**src/hdl/euclidean_cluster_extraction_top_macros.svh**
```systemverilog
// Assertion macros for the cluster extraction block.
// Taken in by the top level; depends on nothing else.
`ifndef EUCLIDEAN_CLUSTER_EXTRACTION_TOP_MACROS_SVH
`define EUCLIDEAN_CLUSTER_EXTRACTION_TOP_MACROS_SVH
`ifndef ASSERT_OFF
`define ECX_ASSERT(lbl, prop, msg) \
	lbl: assert property (@(posedge clk) disable iff (!arst_n) prop) else $error(msg);
`define ECX_ASSERT_ALWAYS(lbl, prop, msg) \
	lbl: assert property (@(posedge clk) prop) else $error(msg);
`else
`define ECX_ASSERT(lbl, prop, msg)
`define ECX_ASSERT_ALWAYS(lbl, prop, msg)
`endif
`endif

```
**src/hdl/ecx_pkg.sv**
```systemverilog
// Shared constants for the cluster extraction block.
// No dependencies.
package ecx_pkg;
	localparam int MAX_POINTS_DEF = 32;
	localparam int COORD_BITS_DEF = 16;
	localparam int RADIUS_W = 36;
	localparam int SIZE_W = 6;
	localparam int IDX_OUT_W = 5;
	localparam int TOTAL_W = 6;
	localparam int DATA_W = 64;
	localparam int ADDR_W = 5;
	localparam logic [1:0] REG_RADIUS = 2'd0;
	localparam logic [1:0] REG_MIN_SIZE = 2'd1;
	localparam logic [1:0] REG_MAX_SIZE = 2'd2;
	localparam logic [SIZE_W-1:0] MIN_SIZE_RST = 6'd1;
	localparam logic [SIZE_W-1:0] MAX_SIZE_RST = 6'd32;
endpackage

```
**src/hdl/euclidean_cluster_extraction_top.sv**
```systemverilog
// Top level of the cluster extraction block: control sequencer, config registers.
// Depends on ecx_pkg, ecx_ram, ecx_dist and the assertion macro header.
//
//  channel  | handshake             | payload
//  ---------+-----------------------+------------------------------------------
//  input    | start & !busy         | kind, x_coord, y_coord, z_coord
//  result   | strobe (one cycle)    | point_index, cluster_number, last_in_cluster,
//           |                       | end_of_run, overflow_seen, cluster_total
//  config   | psel&penable&pwrite   | paddr, pwdata (prdata on reads)
//
// During a load item busy stays low. In a run, each candidate not yet visited
// costs a store read, a registered square and a compare; each seed adds a
// queue read, a store read and a load.
// Reset clears counters, flags and registers; memories hold no reset state.
// Results are not flow controlled: the receiver takes each one as it appears.
`include "euclidean_cluster_extraction_top_macros.svh"
module euclidean_cluster_extraction_top #(
	parameter int MAX_POINTS = ecx_pkg::MAX_POINTS_DEF,
	parameter int COORD_BITS = ecx_pkg::COORD_BITS_DEF
) (
	input  logic                              clk,
	input  logic                              arst_n,
	input  logic                              start,
	output logic                              busy,
	input  logic                              kind,
	input  logic signed [COORD_BITS-1:0]      x_coord,
	input  logic signed [COORD_BITS-1:0]      y_coord,
	input  logic signed [COORD_BITS-1:0]      z_coord,
	output logic                              strobe,
	output logic [ecx_pkg::IDX_OUT_W-1:0]     point_index,
	output logic [ecx_pkg::IDX_OUT_W-1:0]     cluster_number,
	output logic                              last_in_cluster,
	output logic                              end_of_run,
	output logic                              overflow_seen,
	output logic [ecx_pkg::TOTAL_W-1:0]       cluster_total,
	input  logic                              psel,
	input  logic                              penable,
	input  logic                              pwrite,
	input  logic [ecx_pkg::ADDR_W-1:0]        paddr,
	input  logic [ecx_pkg::DATA_W-1:0]        pwdata,
	output logic [ecx_pkg::DATA_W-1:0]        prdata,
	output logic                              pready
);
	localparam int IDXW = $clog2(MAX_POINTS);
	localparam int CNTW = $clog2(MAX_POINTS + 1);
	localparam int PW = 3 * COORD_BITS;
	localparam logic [CNTW-1:0] CAP = CNTW'(MAX_POINTS);

	localparam logic [3:0] ST_IDLE = 4'd0;
	localparam logic [3:0] ST_OUTER = 4'd1;
	localparam logic [3:0] ST_SEED_RD = 4'd2;
	localparam logic [3:0] ST_SEED_WAIT = 4'd3;
	localparam logic [3:0] ST_SEED_LD = 4'd4;
	localparam logic [3:0] ST_SCAN = 4'd5;
	localparam logic [3:0] ST_MUL = 4'd6;
	localparam logic [3:0] ST_CMP = 4'd7;
	localparam logic [3:0] ST_CHECK = 4'd8;
	localparam logic [3:0] ST_EMIT_RD = 4'd9;
	localparam logic [3:0] ST_EMIT_OUT = 4'd10;
	localparam logic [3:0] ST_END = 4'd11;

	logic [3:0] state_q;
	logic [CNTW-1:0] count_q, i_q, j_q, head_q, tail_q;
	logic [ecx_pkg::TOTAL_W-1:0] clusters_q;
	logic ovf_q;
	logic [MAX_POINTS-1:0] vis_q;
	logic [PW-1:0] seed_q;
	logic [ecx_pkg::RADIUS_W-1:0] radius_q;
	logic [ecx_pkg::SIZE_W-1:0] min_q, max_q;

	logic st_we, q_we, near, vis_rd, last;
	logic [IDXW-1:0] st_waddr, st_raddr, q_waddr, vis_idx;
	logic [PW-1:0] st_rdata;
	logic [IDXW-1:0] q_wdata, q_rdata;
	logic cfg_wr;

	// Config port: 64-bit registers at 8-byte spacing.
	assign pready = 1'b1;
	assign cfg_wr = psel & penable & pwrite;
	always_comb begin
		unique case (paddr[4:3])
			ecx_pkg::REG_RADIUS:   prdata = ecx_pkg::DATA_W'(radius_q);
			ecx_pkg::REG_MIN_SIZE: prdata = ecx_pkg::DATA_W'(min_q);
			ecx_pkg::REG_MAX_SIZE: prdata = ecx_pkg::DATA_W'(max_q);
			default:               prdata = '0;
		endcase
	end

	always_ff @(posedge clk or negedge arst_n) begin
		if (!arst_n) begin
			radius_q <= '0;
			min_q <= ecx_pkg::MIN_SIZE_RST;
			max_q <= ecx_pkg::MAX_SIZE_RST;
		end else if (cfg_wr) begin
			unique case (paddr[4:3])
				ecx_pkg::REG_RADIUS:   radius_q <= pwdata[ecx_pkg::RADIUS_W-1:0];
				ecx_pkg::REG_MIN_SIZE: min_q <= pwdata[ecx_pkg::SIZE_W-1:0];
				ecx_pkg::REG_MAX_SIZE: max_q <= pwdata[ecx_pkg::SIZE_W-1:0];
				default: ;
			endcase
		end
	end

	// Point store: appended at load, read by the seed fetch and the candidate scan.
	assign st_we = (state_q == ST_IDLE) && start && !kind && (count_q < CAP);
	assign st_waddr = count_q[IDXW-1:0];
	assign st_raddr = (state_q == ST_SEED_WAIT) ? q_rdata : j_q[IDXW-1:0];

	ecx_ram #(.WIDTH(PW), .DEPTH(MAX_POINTS)) u_store (
		.clk(clk), .we(st_we), .waddr(st_waddr),
		.wdata({x_coord, y_coord, z_coord}),
		.raddr(st_raddr), .rdata(st_rdata)
	);

	// Seed queue: the cluster being grown, in breadth-first order.
	assign q_we = ((state_q == ST_OUTER) && (i_q != count_q) && !vis_rd)
		|| ((state_q == ST_CMP) && near && (tail_q < CAP));
	assign q_waddr = (state_q == ST_OUTER) ? '0 : tail_q[IDXW-1:0];
	assign q_wdata = (state_q == ST_OUTER) ? i_q[IDXW-1:0] : j_q[IDXW-1:0];

	ecx_ram #(.WIDTH(IDXW), .DEPTH(MAX_POINTS)) u_queue (
		.clk(clk), .we(q_we), .waddr(q_waddr), .wdata(q_wdata),
		.raddr(head_q[IDXW-1:0]), .rdata(q_rdata)
	);

	ecx_dist #(.COORD_BITS(COORD_BITS)) u_dist (
		.clk(clk), .en(state_q == ST_MUL), .seed(seed_q), .cand(st_rdata),
		.radius_sq(radius_q), .near(near)
	);

	// One visited-mark lookup: the outer index or the scan index.
	assign vis_idx = (state_q == ST_OUTER) ? i_q[IDXW-1:0] : j_q[IDXW-1:0];
	assign vis_rd = vis_q[vis_idx];
	assign last = (head_q + CNTW'(1)) == tail_q;

	always_ff @(posedge clk or negedge arst_n) begin
		if (!arst_n) begin
			state_q <= ST_IDLE;
			count_q <= '0;
			i_q <= '0;
			j_q <= '0;
			head_q <= '0;
			tail_q <= '0;
			clusters_q <= '0;
			ovf_q <= 1'b0;
			vis_q <= '0;
			seed_q <= '0;
		end else begin
			unique case (state_q)
				ST_IDLE: begin
					if (start) begin
						if (kind) begin
							// open a run: clear marks and cluster count
							vis_q <= '0;
							i_q <= '0;
							clusters_q <= '0;
							state_q <= ST_OUTER;
						end else if (count_q < CAP) begin
							count_q <= count_q + CNTW'(1);
						end else begin
							ovf_q <= 1'b1;
						end
					end
				end
				ST_OUTER: begin
					if (i_q == count_q) begin
						state_q <= ST_END;
					end else if (vis_rd) begin
						i_q <= i_q + CNTW'(1);
					end else begin
						// new cluster seeded by point i
						vis_q[vis_idx] <= 1'b1;
						head_q <= '0;
						tail_q <= CNTW'(1);
						state_q <= ST_SEED_RD;
					end
				end
				ST_SEED_RD: begin
					state_q <= (head_q == tail_q) ? ST_CHECK : ST_SEED_WAIT;
				end
				ST_SEED_WAIT: state_q <= ST_SEED_LD;
				ST_SEED_LD: begin
					seed_q <= st_rdata;
					j_q <= '0;
					state_q <= ST_SCAN;
				end
				ST_SCAN: begin
					if (j_q == count_q) begin
						head_q <= head_q + CNTW'(1);
						state_q <= ST_SEED_RD;
					end else if (vis_rd) begin
						j_q <= j_q + CNTW'(1);
					end else begin
						state_q <= ST_MUL;
					end
				end
				ST_MUL: state_q <= ST_CMP;
				ST_CMP: begin
					if (near && (tail_q < CAP)) begin
						vis_q[vis_idx] <= 1'b1;
						tail_q <= tail_q + CNTW'(1);
					end
					j_q <= j_q + CNTW'(1);
					state_q <= ST_SCAN;
				end
				ST_CHECK: begin
					if ((ecx_pkg::SIZE_W'(tail_q) >= min_q)
						&& (ecx_pkg::SIZE_W'(tail_q) <= max_q)) begin
						head_q <= '0;
						state_q <= ST_EMIT_RD;
					end else begin
						i_q <= i_q + CNTW'(1);
						state_q <= ST_OUTER;
					end
				end
				ST_EMIT_RD: begin
					if (head_q == tail_q) begin
						clusters_q <= clusters_q + ecx_pkg::TOTAL_W'(1);
						i_q <= i_q + CNTW'(1);
						state_q <= ST_OUTER;
					end else begin
						state_q <= ST_EMIT_OUT;
					end
				end
				ST_EMIT_OUT: begin
					head_q <= head_q + CNTW'(1);
					state_q <= ST_EMIT_RD;
				end
				ST_END: begin
					// drop the store contents and the overflow flag
					count_q <= '0;
					ovf_q <= 1'b0;
					state_q <= ST_IDLE;
				end
				default: state_q <= ST_IDLE;
			endcase
		end
	end

	assign busy = (state_q != ST_IDLE);
	assign strobe = (state_q == ST_EMIT_OUT) || (state_q == ST_END);
	assign end_of_run = (state_q == ST_END);
	assign point_index = (state_q == ST_EMIT_OUT) ? ecx_pkg::IDX_OUT_W'(q_rdata) : '0;
	assign cluster_number = (state_q == ST_EMIT_OUT) ?
		clusters_q[ecx_pkg::IDX_OUT_W-1:0] : '0;
	assign last_in_cluster = (state_q == ST_EMIT_OUT) && last;
	assign overflow_seen = (state_q == ST_END) && ovf_q;
	assign cluster_total = (state_q == ST_END) ? clusters_q : '0;

	`ECX_ASSERT(a_strobe_busy, strobe |-> busy, "result strobe outside a run")
	`ECX_ASSERT(a_end_idle, end_of_run |=> !busy, "block still busy after end item")
	`ECX_ASSERT(a_count_cap, count_q <= CAP, "point count beyond capacity")
	`ECX_ASSERT(a_tail_cap, tail_q <= CAP, "seed queue beyond capacity")
	`ECX_ASSERT_ALWAYS(a_rst_idle, !arst_n |=> !busy, "block busy right after reset")
endmodule

```
**src/hdl/ecx_ram.sv**
```systemverilog
// Generic single-write, single-read RAM with registered read data.
// No dependencies.
module ecx_ram #(
	parameter int WIDTH = 8,
	parameter int DEPTH = 32
) (
	input  logic                     clk,
	input  logic                     we,
	input  logic [$clog2(DEPTH)-1:0] waddr,
	input  logic [WIDTH-1:0]         wdata,
	input  logic [$clog2(DEPTH)-1:0] raddr,
	output logic [WIDTH-1:0]         rdata
);
	logic [WIDTH-1:0] mem_q [DEPTH];

	always_ff @(posedge clk) begin
		if (we) begin
			mem_q[waddr] <= wdata;
		end
		rdata <= mem_q[raddr];
	end
endmodule

```
**src/hdl/ecx_dist.sv**
```systemverilog
// Squared distance unit: registered per-axis squares, then sum and compare.
// Depends on ecx_pkg.
module ecx_dist #(
	parameter int COORD_BITS = ecx_pkg::COORD_BITS_DEF
) (
	input  logic                          clk,
	input  logic                          en,
	input  logic [3*COORD_BITS-1:0]       seed,
	input  logic [3*COORD_BITS-1:0]       cand,
	input  logic [ecx_pkg::RADIUS_W-1:0]  radius_sq,
	output logic                          near
);
	localparam int DW = COORD_BITS + 1;
	localparam int QW = 2 * COORD_BITS + 1;
	localparam int SW = QW + 2;
	localparam int CW = (SW > ecx_pkg::RADIUS_W) ? SW : ecx_pkg::RADIUS_W;

	logic [QW-1:0] sq_s1 [3];
	logic [SW-1:0] sum;

	always_ff @(posedge clk) begin
		if (en) begin
			for (int k = 0; k < 3; k++) begin
				logic signed [DW-1:0]   d;
				logic signed [2*DW-1:0] p;
				d = $signed({seed[k*COORD_BITS+COORD_BITS-1], seed[k*COORD_BITS +: COORD_BITS]})
					- $signed({cand[k*COORD_BITS+COORD_BITS-1], cand[k*COORD_BITS +: COORD_BITS]});
				p = d * d;
				sq_s1[k] <= p[QW-1:0];
			end
		end
	end

	assign sum = SW'(sq_s1[0]) + SW'(sq_s1[1]) + SW'(sq_s1[2]);
	assign near = CW'(sum) < CW'(radius_sq);
endmodule
```
**config.mk**
```make
export PLATFORM = sky130hd
export DESIGN_NAME = euclidean_cluster_extraction_top
export DESIGN_NICKNAME = d
export VERILOG_FILES = /design/src/hdl/ecx_pkg.sv /design/src/hdl/euclidean_cluster_extraction_top.sv /design/src/hdl/ecx_ram.sv /design/src/hdl/ecx_dist.sv
export VERILOG_INCLUDE_DIRS = /design/src /design/src/hdl
export SDC_FILE = /design/constraint.sdc
export NUM_CORES = 2
export LEC_CHECK = 0
export ABC_AREA = 1
export BUFFER_PORTS_ARGS = -buffer_cell sky130_fd_sc_hd__buf_2
export CORE_ASPECT_RATIO = 0.8
export CORE_MARGIN = 2
export CORE_UTILIZATION = 50
export CTS_BUF_LIST = sky130_fd_sc_hd__clkbuf_4
export DETAILED_ROUTE_END_ITERATION = 16
export PLACE_DENSITY = 0.75
export SLEW_MARGIN = 20
export SYNTH_ARGS = -nofsm -noshare
export SYNTH_HDL_FRONTEND = slang
export SYNTH_SLANG_ARGS = --single-unit
```
**constraint.sdc**
```tcl
create_clock -name clk -period 7.7 [get_ports clk]
set_clock_uncertainty 0.2 [all_clocks]
set_input_delay 1.155 -clock clk [delete_from_list [all_inputs] [get_ports clk]]
set_output_delay 1.155 -clock clk [all_outputs]
set_load 0.02 [all_outputs]
```
[Word level (Yosys, flattened, before mapping)]
Memory sizes are Yosys's and may differ from the RTL's. A register that Yosys moved wholly into a read port is not among the register bits.
Index checks and enable logic that the tools add are counted.
Operators by class
  add/sub/neg operators: 11
  multipliers: 3
  divide/modulo/power cells: 0
  magnitude comparators: 7
  equal/unequal tests: 35
  shifts and indexed selects: 0
  multiplexer cells: 62
  bitwise operators: 3
  reductions and logical operators: 39
Operator list (number)
  32-bit 2-to-1 mux: 5
  6-bit 2-to-1 mux: 20
  36-bit case mux with 3 select lines: 1
  17-bit by 17-bit multiplier with 33-bit output: 3
  32-bit case mux with 3 select lines: 1
  16-bit by 16-bit subtractor with 17-bit output: 3
  6-bit case mux with 4 select lines: 2
  4-bit case mux with 10 select lines: 1
  6-bit by 1-bit adder with 6-bit output, second input constant: 6
  35-bit by 36-bit < comparator with 1-bit output: 1
  4-bit 2-to-1 mux: 9
  6-bit case mux with 2 select lines: 3
  35-bit by 33-bit adder with 35-bit output: 1
  33-bit by 33-bit adder with 34-bit output: 1
  32-bit OR: 1
  2-bit != test, second input constant: 13
  5-bit 2-to-1 mux: 5
  6-bit equality test: 4
  4-bit AND reduction: 5
  6-bit case mux with 3 select lines: 1
  4-bit by 3-bit equality test with 1-bit output, second input constant: 4
  4-bit equality test, second input constant: 4
  1-bit logical AND: 12
  6-bit < comparator, second input constant: 2
  30 further kinds: 52
Word-level totals
  flip-flop bits (word level): 169
  bits in latches: 0
  RAM bits: 1795
  bits in read-only memories: 0
  input port bits: 124
  logic and storage cells: 176
  memories kept: 3
Memory list
  u_store.mem_q: words 32, bits a word 48, read ports 1, clocked after memory_dff 1, write ports 1, RTL line ecx_ram.sv:14  | logic [WIDTH-1:0] mem_q [DEPTH];
  u_queue.mem_q: words 32, bits a word 5, read ports 1, clocked after memory_dff 1, write ports 1, RTL line ecx_ram.sv:14
  u_dist.sq_s1: words 3, bits a word 33, read ports 3, clocked after memory_dff 0, write ports 3, RTL line ecx_dist.sv:18  | logic [QW-1:0] sq_s1 [3];

[Depth between registers and ports, before layout]
  depth after elaboration: 10
  mapped depth: 41
  depth with buffers taken out: 40

[Cells and area by module]
From an unflattened synthesis, not the netlist that was laid out.
Unflattened totals
  cell total of the unflattened synthesis: 11679
  area total of the unflattened synthesis: 117686.6 um2
Modules (own cells, without submodules)
  ecx_ram (u_store): times used 1, cells an instance 5279, area each 62966.6 um2
  ecx_dist: times used 1, cells an instance 4510, area each 38219.2 um2
  euclidean_cluster_extraction_top: times used 1, cells an instance 1295, area each 9704.3 um2
  ecx_ram (u_queue): times used 1, cells an instance 595, area each 6796.5 um2

[Least setup slack after synthesis]
No wires, ideal clock.
  path type: register to register
  start point: register seed_q[32]
  end point: memory u_dist.sq_s1[0][96] (netlist bit) (data pin)
  library setup time: 0.252 ns
  data arrival time: 7.164 ns
  data required time: 7.248 ns
  slack: 0.084 ns
  stages on the path, launching flop included: 35
  cells stage by stage: dfrtp_1 -> inv_1 -> ha_1 -> fa_1 -> nand3b_1 -> nand2_1 -> nand2_1 -> a21oi_1 -> a21boi_1 -> o21ai_0 -> nand2_1 -> nand2_1 -> xnor2_1 -> clkbuf_1 -> nor2_1 -> fa_1 -> fa_1 -> inv_1 -> fa_1 -> inv_1 -> fa_1 -> fa_1 -> inv_1 -> fa_1 -> inv_1 -> ha_1 -> nand2_1 -> nor2_1 -> inv_1 -> o21ai_0 -> a21oi_1 -> o21bai_1 -> nand3_1 -> nand3_1 -> nand2_1
RTL lines
  start: declaration: RTL line euclidean_cluster_extraction_top.sv:67  | logic [PW-1:0] seed_q;
  start signal: assignment: RTL line euclidean_cluster_extraction_top.sv:183  | seed_q <= st_rdata;
  end: declaration: RTL line ecx_dist.sv:18

==> flow_summary.html <==
<table>
<tr><th>Metric</th><th>Value</th></tr>
<tr><th colspan="2">Outcome</th></tr>
<tr><td>Result of the run</td><td>finished clean</td></tr>
<tr><th colspan="2">Setup path</th></tr>
<tr><td>Kind of cell adding the most delay to the critical path</td><td>adder cells</td></tr>
<tr><td>Required time of the critical path</td><td>8.44 ns</td></tr>
<tr><td>Cell with the biggest individual delay on the critical path</td><td>sky130_fd_sc_hd__fa_2</td></tr>
<tr><td>Arr. time, crit path</td><td>about 8.2 ns</td></tr>
<tr><td>Buffers &amp; Inverters on Critical Path</td><td>9</td></tr>
<tr><td>Worst setup SP type</td><td>flip-flop</td></tr>
<tr><td>Crit. End Element</td><td>flip-flop</td></tr>
<tr><td>Slack of the worst reg-to-reg path</td><td>0.24 ns</td></tr>
<tr><td>Critical Setup Path Class</td><td>reg -&gt; reg</td></tr>
<tr><td>Largest fanout on the critical path</td><td>4</td></tr>
<tr><td>Largest incremental delay on the critical path</td><td>0.59 ns</td></tr>
<tr><th colspan="2">Cells and area</th></tr>
<tr><td>Number of fill cells</td><td>about 18000</td></tr>
<tr><td>Commonest non-fill, non-tap cell in the layout</td><td>sky130_fd_sc_hd__edfxtp_1</td></tr>
<tr><td>Fraction of final layout cells sized beyond drive strength 1</td><td>13.8%</td></tr>
<tr><td>Final cell count without fillers</td><td>between 10000 and 15000</td></tr>
<tr><td>Total non-filler cell area in the finished layout</td><td>around 130000 um2</td></tr>
<tr><td>Commonest cells after routing, fill and taps aside</td><td>sky130_fd_sc_hd__edfxtp_1, sky130_fd_sc_hd__nor2_1, sky130_fd_sc_hd__inv_1, sky130_fd_sc_hd__o21ai_0, sky130_fd_sc_hd__nand2_1</td></tr>
<tr><td>Final net count</td><td>between 10000 and 15000</td></tr>
<tr><td>Area added between synthesis and finish</td><td>11.6%</td></tr>
<tr><th colspan="2">STA</th></tr>
<tr><td>Ratio of final minimum period to clock period</td><td>a little over nine tenths</td></tr>
<tr><td>Max transition margin</td><td>16.2%</td></tr>
<tr><td>Period minus WS final</td><td>between 7 and 8 ns</td></tr>
<tr><td>Count of final hold-check violations</td><td>0</td></tr>
<tr><td>Min Hold Slack</td><td>between 0.1 and 0.15 ns</td></tr>
<tr><td>Slew at the pin with the worst max-slew slack</td><td>between 1 and 1.5 ns</td></tr>
<tr><td>Maximum operating frequency</td><td>~130 MHz</td></tr>
<tr><td>Finish-stage setup viols</td><td>0</td></tr>
<tr><td>Final setup slack of the worst path</td><td>about 0.24 ns</td></tr>
<tr><td>Pins over their slew limit</td><td>0</td></tr>
<tr><th colspan="2">GRT</th></tr>
<tr><td>Vias in the first global route</td><td>slightly above 80000</td></tr>
<tr><td>Maximum number of pins on one net before global-route repair</td><td>about 230</td></tr>
<tr><td>Overflow after GRT</td><td>0</td></tr>
<tr><td>Global Route Usage Sum</td><td>roughly a quarter</td></tr>
<tr><td>GR Layer Usage met3</td><td>6.36%</td></tr>
<tr><td>Global-route wire length before repair</td><td>472 mm</td></tr>
<tr><td>Met2 global-route usage</td><td>39.7%</td></tr>
<tr><td>Busiest layer in global routing</td><td>met2</td></tr>
<tr><td>Met1 Track Usage GR</td><td>around 38%</td></tr>
<tr><td>Number of antenna violations at the first check in global routing</td><td>31</td></tr>
<tr><th colspan="2">CTS</th></tr>
<tr><td>Clock sink count</td><td>2014</td></tr>
<tr><td>H-tree depth</td><td>5</td></tr>
<tr><td>Clock tree from TritonCTS</td><td>done</td></tr>
<tr><td>Clock insertion delay at the later pin of the skew report</td><td>approximately 1.3 ns</td></tr>
<tr><td>Number of buffers inserted during clock tree synthesis</td><td>~460</td></tr>
<tr><td>Buffer type at the clock tree root</td><td>sky130_fd_sc_hd__clkbuf_4</td></tr>
<tr><td>Bufs on Longest Clock Path</td><td>4</td></tr>
<tr><td>Register clock-pin slew on the reported worst setup and hold paths</td><td>between 0.1 and 0.15 ns</td></tr>
<tr><th colspan="2">Logic synthesis</th></tr>
<tr><td>Number of distinct library cells after synthesis</td><td>59</td></tr>
<tr><td>Gate count of the mapped netlist</td><td>10356</td></tr>
<tr><td>Number of synthesized flops with an enable pin</td><td>around 1800</td></tr>
<tr><td>Most common flop cell mapped by yosys</td><td>sky130_fd_sc_hd__edfxtp_1</td></tr>
<tr><td>Syn Area/Cell</td><td>approximately 11 um2</td></tr>
<tr><td>Register bit count reported by yosys</td><td>just over 2000</td></tr>
<tr><td>Seq/Total Area, Yosys</td><td>52.0%</td></tr>
<tr><td>Total number of yosys warnings</td><td>0</td></tr>
<tr><td>Post-synth design cell area</td><td>approximately 110000 um2</td></tr>
<tr><td>Share of flip-flops with an asynchronous set or reset</td><td>8.39%</td></tr>
<tr><th colspan="2">Power</th></tr>
<tr><td>Power after layout</td><td>21.8 mW</td></tr>
<tr><td>Leakage power total</td><td>~51 nW</td></tr>
<tr><td>IR Drop Worst-Case VDD</td><td>around 240 uV</td></tr>
<tr><td>Power density of the placed cells</td><td>172 nW/um2</td></tr>
<tr><th colspan="2">Place</th></tr>
<tr><td>Half-perimeter wire length after detailed placement</td><td>between 150 and 200 mm</td></tr>
<tr><td>Routability congestion estimate from global placement</td><td>just over 0.9</td></tr>
<tr><td>Post-Place Cell Area</td><td>roughly 120000 um2</td></tr>
<tr><td>Post-placement setup slack</td><td>-0.275 ns</td></tr>
<tr><td>Cell Count Post-Placement</td><td>about 13000</td></tr>
<tr><td>Quantity of I/O buffers inserted on ports</td><td>149</td></tr>
<tr><th colspan="2">Floorplanning</th></tr>
<tr><td>Core footprint</td><td>226000 um2</td></tr>
<tr><td>Number of standard-cell rows in the floorplan</td><td>about 160</td></tr>
<tr><td>I/O Pins</td><td>210</td></tr>
<tr><td>Die outline area</td><td>~230000 um2</td></tr>
<tr><td>Die extent in y</td><td>~430 um</td></tr>
<tr><td>Effective utilization at floorplan</td><td>~50%</td></tr>
<tr><td>Die X-Extent</td><td>roughly 540 um</td></tr>
<tr><th colspan="2">Detailed routing</th></tr>
<tr><td>Number of nets still failing antenna checks after routing</td><td>0</td></tr>
<tr><td>TritonRoute pass-1 iters</td><td>6</td></tr>
<tr><td>Number of DRC markers in iteration 0</td><td>about 10000</td></tr>
<tr><td>Remaining DRCs</td><td>0</td></tr>
<tr><td>Vias per std cell</td><td>approximately 5.7</td></tr>
<tr><td>Total wire length after detailed routing</td><td>about 310 mm</td></tr>
<tr><td>Routed wirelength normalized by instance count</td><td>around 22 um</td></tr>
<tr><td>Detailed-route via count</td><td>81982</td></tr>
<tr><th colspan="2">Hold path</th></tr>
<tr><td>Hold WC Path Type</td><td>in -&gt; reg</td></tr>
<tr><th colspan="2">Run</th></tr>
<tr><td>Max_cap viols</td><td>0</td></tr>
</table>
==> worst register-to-register path: cells and delay by family (launching register included) <==
family / cells / cell delay, ns
compound gates: 5 / 0.91
xor+xnor: 1 / 0.11
fa+ha+maj: 8 / 3.76
buf+inv: 9 / 0.89
flops: 1 / 0.35
simple gates: 7 / 0.95
==> timing repair <==
item | 4_1_cts | 5_1_grt
pin swaps | 1 | 38
buffers inserted | 0 | 19
endpoints found under the hold margin | 145 | 0
gates resized for setup | 14 | 227
endpoints found under the setup margin | 16 | 82
gates cloned | 0 | 1
hold buffers | 38 | 0
==> cell families after synthesis <==
logic type | Yosys count | share of synthesized area, %
compound gates | 1997 | 10.6
flops | 2014 | 52.0
other cells | 2 | 0.00661
xor+xnor | 223 | 1.73
buf+inv | 1889 | 6.42
fa+ha+maj | 1201 | 18.5
simple gates | 3030 | 10.7
==> cell usage after synthesis, drive strengths merged (18+ instances only) <==
cell type / instances / share of area, %
clkbuf: 412 / 1.4
nor3: 39 / 0.17
buf: 88 / 0.47
nand2: 1009 / 3.3
o21a: 65 / 0.43
dfxtp: 53 / 0.93
dfrtp: 167 / 3.7
nand3: 362 / 1.6
edfxtp: 1792 / 47
xnor2: 82 / 0.63
inv: 1377 / 4.6
nand4: 34 / 0.19
xor2: 141 / 1.1
o221ai: 421 / 3.2
a21o: 18 / 0.12
a21oi: 312 / 1.4
ha: 405 / 4.5
nor2: 1544 / 5.1
o21ai: 1064 / 4.7
fa: 796 / 14
a31oi: 27 / 0.15
==> state kept, by name, summed over array words and instances, names as in the netlist, 32 cells and up <==
register	count
seed_q	48
u_dist.sq_s1	96
u_store.mem_q	1536
u_queue.mem_q	160
u_store.rdata	48
vis_q	32
radius_q	36
==> per-layer routing <==
metal  vias up  share of wire [%]
li1      36561                  -
met2      4779                 45
met5         -              0.046
met1     39984                 40
met4        20                3.3
met3       638                 12
==> per-stage QoR <==
step                      util [%]  TNS (ns)
after floorplan                  -         0
after global placement        52.8    -0.502
after detailed placement      52.8    -0.898
after CTS                     55.6   -0.0418
after global routing          56.1    -0.524
final                         56.1         0
==> cell type report <==
type | count | area [um2] | area share [%]
clock buffers | 727 | 5460 | 4.31
inverters | 1389 | 5250 | 4.15
well taps | 3002 | 3760 | 2.96
repair buffers | 547 | 4050 | 3.20
clock inverters | 87 | 616 | 0.486
flip-flops and latches | 2014 | 59100 | 46.6
multi-input cells | 6480 | 48400 | 38.2
diodes | 14 | 35.0 | 0.0276
==> worst paths after layout <==
path / startpoint / to / cells after the start
worst max-delay path: u_store.rdata[43]$_DFF_P_ / u_dist.sq_s1[0][97]$_DFFE_PP_ / 30
worst min-delay path: pwdata[3] / min_q[3]$_DFFE_PN0P_ / 3
worst max register to register: u_store.rdata[43]$_DFF_P_ / u_dist.sq_s1[0][97]$_DFFE_PP_ / 30
worst min register to register: u_store.rdata[16]$_DFF_P_ / seed_q[16]$_DFFE_PN0N_ / 2
max in group asynchronous: arst_n / seed_q[47]$_DFFE_PN0N_ / 3
min in group asynchronous: arst_n / clusters_q[1]$_DFFE_PN0P_ / 2
==> report_power, final <==
group / leakage [nW] / internal [mW] / switching [mW]
Combinational: 29.0 / 0.270 / 0.680
Clock: 3.65 / 4.56 / 4.21
Sequential: 18.3 / 12.0 / 0.0896
Power figures use the tool's default switching activity.
